## config.mk

```make
export PLATFORM = sky130hd
export DESIGN_NAME = psl_cell
export DESIGN_NICKNAME = d
export VERILOG_FILES = /design/src/rtl/poly_sigmoid_logreg_gd_step_assert.svh /design/src/rtl/psl_pkg.sv /design/src/rtl/psl_cell.sv
export SDC_FILE = /design/constraint.sdc
export NUM_CORES = 1
export LEC_CHECK = 0
export BUFFER_PORTS_ARGS = -buffer_cell sky130_fd_sc_hd__buf_2
export CORE_AREA = 4 4 86 148
export CTS_BUF_LIST = sky130_fd_sc_hd__clkbuf_16
export DETAILED_ROUTE_END_ITERATION = 6
export DIE_AREA = 0 0 90 152
export PLACE_DENSITY = 0.78
export SYNTH_ARGS = -nofsm -noshare
export SYNTH_HDL_FRONTEND = slang
export SYNTH_SLANG_ARGS = --single-unit
```

## constraint.sdc

```tcl
create_clock -name clk -period 1.5 [get_ports clk]
set_input_delay 0.225 -clock clk [delete_from_list [all_inputs] [get_ports clk]]
set_output_delay 0.225 -clock clk [all_outputs]
set_load 0.01 [all_outputs]
```

## src/rtl/poly_sigmoid_logreg_gd_step_assert.svh

```systemverilog
// Assertion macros for the top-level RTL file
`ifndef POLY_SIGMOID_LOGREG_GD_STEP_ASSERT_SVH
`define POLY_SIGMOID_LOGREG_GD_STEP_ASSERT_SVH

`ifndef SYNTH
`define PSL_AST_IMP(lbl, ante, cons) \
	lbl: assert property (@(posedge clk) disable iff (!arst_n) (ante) |-> (cons)) \
		else $error("psl: implication check failed");
`define PSL_AST_NXT(lbl, ante, cons) \
	lbl: assert property (@(posedge clk) disable iff (!arst_n) (ante) |=> (cons)) \
		else $error("psl: next-cycle check failed");
`else
`define PSL_AST_IMP(lbl, ante, cons)
`define PSL_AST_NXT(lbl, ante, cons)
`endif

`endif

```

## src/rtl/psl_pkg.sv

```systemverilog
package psl_pkg;

	localparam logic [1:0] OP_FEAT = 2'd0;
	localparam logic [1:0] OP_EOB  = 2'd1;
	localparam logic [1:0] OP_CLR  = 2'd2;
	localparam logic [1:0] OP_RSVD = 2'd3;

	localparam logic [1:0] MODE_MOM = 2'd1;
	localparam logic [1:0] MODE_NES = 2'd2;

	localparam logic [2:0] CFG_MODE = 3'd0;
	localparam logic [2:0] CFG_STEP = 3'd1;
	localparam logic [2:0] CFG_ETA  = 3'd2;
	localparam logic [2:0] CFG_C0   = 3'd3;
	localparam logic [2:0] CFG_C1   = 3'd4;
	localparam logic [2:0] CFG_C3   = 3'd5;
	localparam logic [2:0] CFG_C5   = 3'd6;
	localparam logic [2:0] CFG_C7   = 3'd7;

	localparam logic signed [32:0] QONE = 33'sd16777216;

	typedef struct packed {
		logic [1:0]         op;
		logic signed [31:0] feature_value;
		logic               last_feature;
	} in_item_t;

	typedef struct packed {
		logic [3:0]         weight_index;
		logic signed [31:0] weight_value;
		logic               last_weight;
	} out_item_t;

	typedef struct packed {
		logic signed [31:0] w;
		logic signed [31:0] v;
		logic signed [47:0] gs;
		logic signed [31:0] sb;
	} cell_t;

	typedef enum logic [2:0] {
		S_IDLE,
		S_FEAT,
		S_POLY,
		S_GRAD,
		S_ALIGN,
		S_UPD
	} state_t;

	function automatic logic signed [31:0] sat32(input logic signed [67:0] x);
		if (x > 68'sd2147483647) begin
			return 32'sh7fffffff;
		end else if (x < -68'sd2147483648) begin
			return 32'sh80000000;
		end
		return x[31:0];
	endfunction

	function automatic logic signed [47:0] sat48(input logic signed [67:0] x);
		if (x > 68'sd140737488355327) begin
			return 48'sh7fffffffffff;
		end else if (x < -68'sd140737488355328) begin
			return 48'sh800000000000;
		end
		return x[47:0];
	endfunction

	// round half up to Q.24
	function automatic logic signed [41:0] qrnd(input logic signed [65:0] p);
		logic signed [65:0] t;
		t = p + 66'sd8388608;
		return t[65:24];
	endfunction

endpackage

```

## src/rtl/psl_cell.sv

```systemverilog
module psl_cell (
	input  logic          clk,
	input  logic          arst_n,
	input  logic          shift,
	input  logic          clr,
	input  psl_pkg::cell_t d,
	output psl_pkg::cell_t q
);
	import psl_pkg::*;

	logic signed [31:0] w_q;
	logic signed [31:0] v_q;
	logic signed [47:0] gs_q;
	logic signed [31:0] sb_q;

	always_ff @(posedge clk or negedge arst_n) begin
		if (!arst_n) begin
			w_q  <= '0;
			v_q  <= '0;
			gs_q <= '0;
		end else if (shift) begin
			w_q  <= d.w;
			v_q  <= d.v;
			gs_q <= d.gs;
		end else if (clr) begin
			w_q <= '0;
			v_q <= '0;
		end
	end

	always_ff @(posedge clk) begin
		if (shift) begin
			sb_q <= d.sb;
		end
	end

	assign q = '{w: w_q, v: v_q, gs: gs_q, sb: sb_q};

endmodule

```

=== Word-level counts from Yosys, hierarchy flattened ===
Index checks and enable logic that the tools add are counted.

* RAM bits: 0
* Memories: 0
* Output and inout bits: 144
* Bits in latches: 0
* Logic and storage cells: 8
* Bits in read-only memories: 0
* Input bits: 148
* Bits in registers: 144

* Magnitude comparators: 0
* Bitwise gates (word level): 0
* Multiply operators: 0
* Equal/unequal tests: 0
* Shift operators: 0
* Div/mod/pow operators: 0
* $add $sub $neg: 0
* Reduce and logical (&&, ||, !) cells: 1
* Muxes and demuxes: 3

{| class="wikitable"
|+ Operators with widths
! cell !! count
|-
| two-way mux 32 bit || 3
|-
| nonzero test 2 bit || 1
|}

=== Logic depth before layout (Yosys ltp) ===
* Depth after elaboration: 2
* Mapped depth: 4
* Depth with buffers taken out: 2

=== Worst setup path after synthesis ===
Ideal clock, no wire load.

* Path type: input-to-reg
* Start: input shift
* End: register gs_q[31]
* Library setup time: 0.125 ns
* Cell stages on the path: 4
* Data arrival time: 0.892 ns
* Path slack: 0.483 ns
* Data required time: 1.375 ns
* Path buffers: 3
* Cell sequence: buf_6 -> buf_6 -> buf_6 -> mux2_4

{| class="wikitable"
|+ RTL lines
! item !! RTL line !! source
|-
| start, declared || psl_cell.sv:4 || <nowiki>input logic shift,</nowiki>
|-
| end signal, assigned || psl_cell.sv:24 || <nowiki>gs_q <= d.gs;</nowiki>
|-
| end, declared || psl_cell.sv:13 || <nowiki>logic signed [47:0] gs_q;</nowiki>
|}

No word-level cell between the ends.

=== Final worst setup path ===
* Start: register sb_q[0]
* End: output q[0] in the netlist's numbering

{| class="wikitable"
|+ RTL lines
! item !! RTL line !! source
|-
| start, declared || psl_cell.sv:14 || <nowiki>logic signed [31:0] sb_q;</nowiki>
|-
| start signal, assigned || psl_cell.sv:33 || <nowiki>sb_q <= d.sb;</nowiki>
|-
| end, declared || psl_cell.sv:7 || <nowiki>output psl_pkg::cell_t q</nowiki>
|}

No word-level cell between the ends.

==> results.toml <==
[yosys]
ys_ff_latch = 144
post_synth.cell_area_avg_sq_um = 18.4
synth_warnings = 0
synth.distinct_cells = 9
synthMuxAreaShare_pct = 11.8
synth_nets = 424
synthCells = 276
synth-adder-area-share_pct = 0
synthSimpleGateAreaFrac_pct = 0.222
synth_compound_area_share_pct = 11.1
synth-xor-area-share_pct = 0
yosysSeqAreaShare_pct = 74.2
synth_top_family_by_area = "multiplexers"
synth_area_sq_um = 5070

[worst_setup_path]
cp-start-kind = "register"
cpPeakStageDelay_ns = 0.41
required_ns = 1.27
crit_arrival_ns = 0.99
timing.rr.end = "gs_q[44]"
path_delay_family = "flip-flops"
cpMaxStageDelayCell = "edfxtp_1"
path_cells = "buf_2"
crit_path_end = "q[0]"
regToRegSetupSlack_ns = 0.73
end_kind = "output pin"
crit_type = "reg -> out"
path_buf_inv = 1
r2r_cells = 1
crit_fanout = 1
cp-startpoint = "sb_q[0]"
reg2reg_from = "gs_q[44]"
cp_num_cells = 1

[grt]
grt_pass1_wl_um = 23100
antenna_found_initial = 1
grt_util_all_layers_pct = 21.7
grt_pass1_vias = 4174
grt.overflow.total = 0
grt_max_degree = 63

[power_and_ir_drop]
p_per_area_nw_per_um2 = 1290
leakage_uw = 0.00385
total_power_uw = 9860
irDropWorstVdd_uv = 702

[drt]
drcViolationCount = 0
first_iter_violations = 104
postRouteAntennaNets = 0
routed_wl_um = 14600
drt-wirelength-per-cell_um = 19.3
vias = 3768
dr.pass1.iters = 4
via_per_inst = 4.96

[clock_tree]
clk_pin_slew_worst_paths_ns = 0.07
cts_max_path_buffers = 2
tritoncts = "built"
clk_latency_ns = 0.41
clock_sinks = 144
h-tree-depth = 4
numCtsBuffers = 17
clockRootBuffer = "clkbuf_16"
postCtsSetupBuffers = 0

[timing]
slew_violations = 0
clock.fmax_ghz = 0.825
hold_viol = 0
period_minus_slack_ns = 1.21
setup_ws_ns = 0.288
period_share_pct = 80.8
setup_viol = 0
rsz0062_at_grt = "false"
final.setup_skew_ns = 0
max-slew-margin-rel_pct = 77.8
worst_pin_slew_ns = 0.333
finalSetupTns_ns = 0

[floorplanning]
coreArea_sq_um = 11500
die_w_um = 90
rows = 52
initial_utilization_pct = 44.0
dieHeight_um = 152
die_area_sq_um = 13700
boundaryPins = 292

[layout]
multi_input_area_sq_um = 1170
layout_commonest_cell = "buf_2"
layout_common_cells = "289 x buf_2, 112 x dfrtp_1, 64 x a22o_1"
drive_above_1_share_pct = 61.2
num-nets-final = 758
syn_to_final_growth_pct = 50.6
final.fill_count = 806
final-seq-area_sq_um = 3760

[placement]
pre_cts_slack_ns = 0.276
dp_hpwl_um = 10300
place_congestion = 0.782
io_buffers = 291

[hold_path]
min_path_type = "in -> reg"

[job]
maxCapViolCount = 0

[status]
status = "finished, final reports clean"
timing repair:
| action | CTS | global route |
|---|---|---|
| hold endpoints to repair | 144 | 0 |
| hold buffers | 33 | 0 |
| endpoints found under the setup margin | 0 | 0 |
| gates resized for setup | 0 | 0 |
kinds of logic after synthesis:
group           after synthesis
flops                       144
compound gates               64
mux                          48
buf+inv                      19
simple gates                  1
worst min path at each step:
stage                      start  endpoint  slack [ns]  depth (start not counted)
after detailed placement  arst_n   v_q[18]        0.24                          2
after floorplan           arst_n   gs_q[0]       -0.07                          0
final                      d[80]    v_q[0]        0.04                          2
after global routing       d[67]  gs_q[35]        0.03                          2
after global placement    arst_n   v_q[18]        0.24                          2
after CTS                  d[67]  gs_q[35]        0.03                          2
flip-flops by register name, indices dropped and copies added (netlist names):
register	cells
v_q	32
w_q	32
sb_q	32
gs_q	48
synthesized netlist by cell type (all sizes together):
| library cell | number | area [sq um] |
|---|---|---|
| a22o | 64 | 561 |
| buf | 19 | 135 |
| dfrtp | 112 | 2800 |
| edfxtp | 32 | 961 |
| mux2 | 48 | 601 |
| nor2 | 1 | 11.3 |
power breakdown:
group | switching (uW) | internal [uW] | leakage, uW
Sequential | 162 | 4340 | 0.00168
Clock | 1710 | 2340 | 0.000278
Combinational | 629 | 682 | 0.00189
Total | 2500 | 7360 | 0.00385
per-stage QoR:
stage / util (%) / cell area (sq um) / cells / hold WS [ns]
5_1_grt: 66.3 / 7640 / 759 / 0.0284
4_1_cts: 66.3 / 7630 / 758 / 0.0254
3_5_place_dp: 58.4 / 6730 / 693 / 0.244
6_report: 66.3 / 7640 / 759 / 0.0408
3_3_place_gp: 58.4 / 6730 / 693 / 0.238
2_1_floorplan: - / 5070 / 276 / -0.0706
layout make-up:
cell class | count | area share (%)
diodes | 1 | 0.0328
repair buffers | 334 | 25.6
multi-input cells | 113 | 15.4
well taps | 135 | 2.21
clock inverters | 15 | 1.95
clock buffers | 17 | 5.57
flip-flops and latches | 144 | 49.3
routing by layer:
layer / track usage, % / part of all wire [%] / up-vias
li1: - / - / 1717
met1: 23.7 / 36 / 1830
met2: 38.4 / 54 / 185
met3: 5.54 / 6.5 / 36
met4: 11.4 / 3.9 / 0
met5: 0 / 0 / -
Note: power is estimated with default switching activity, not from simulation.
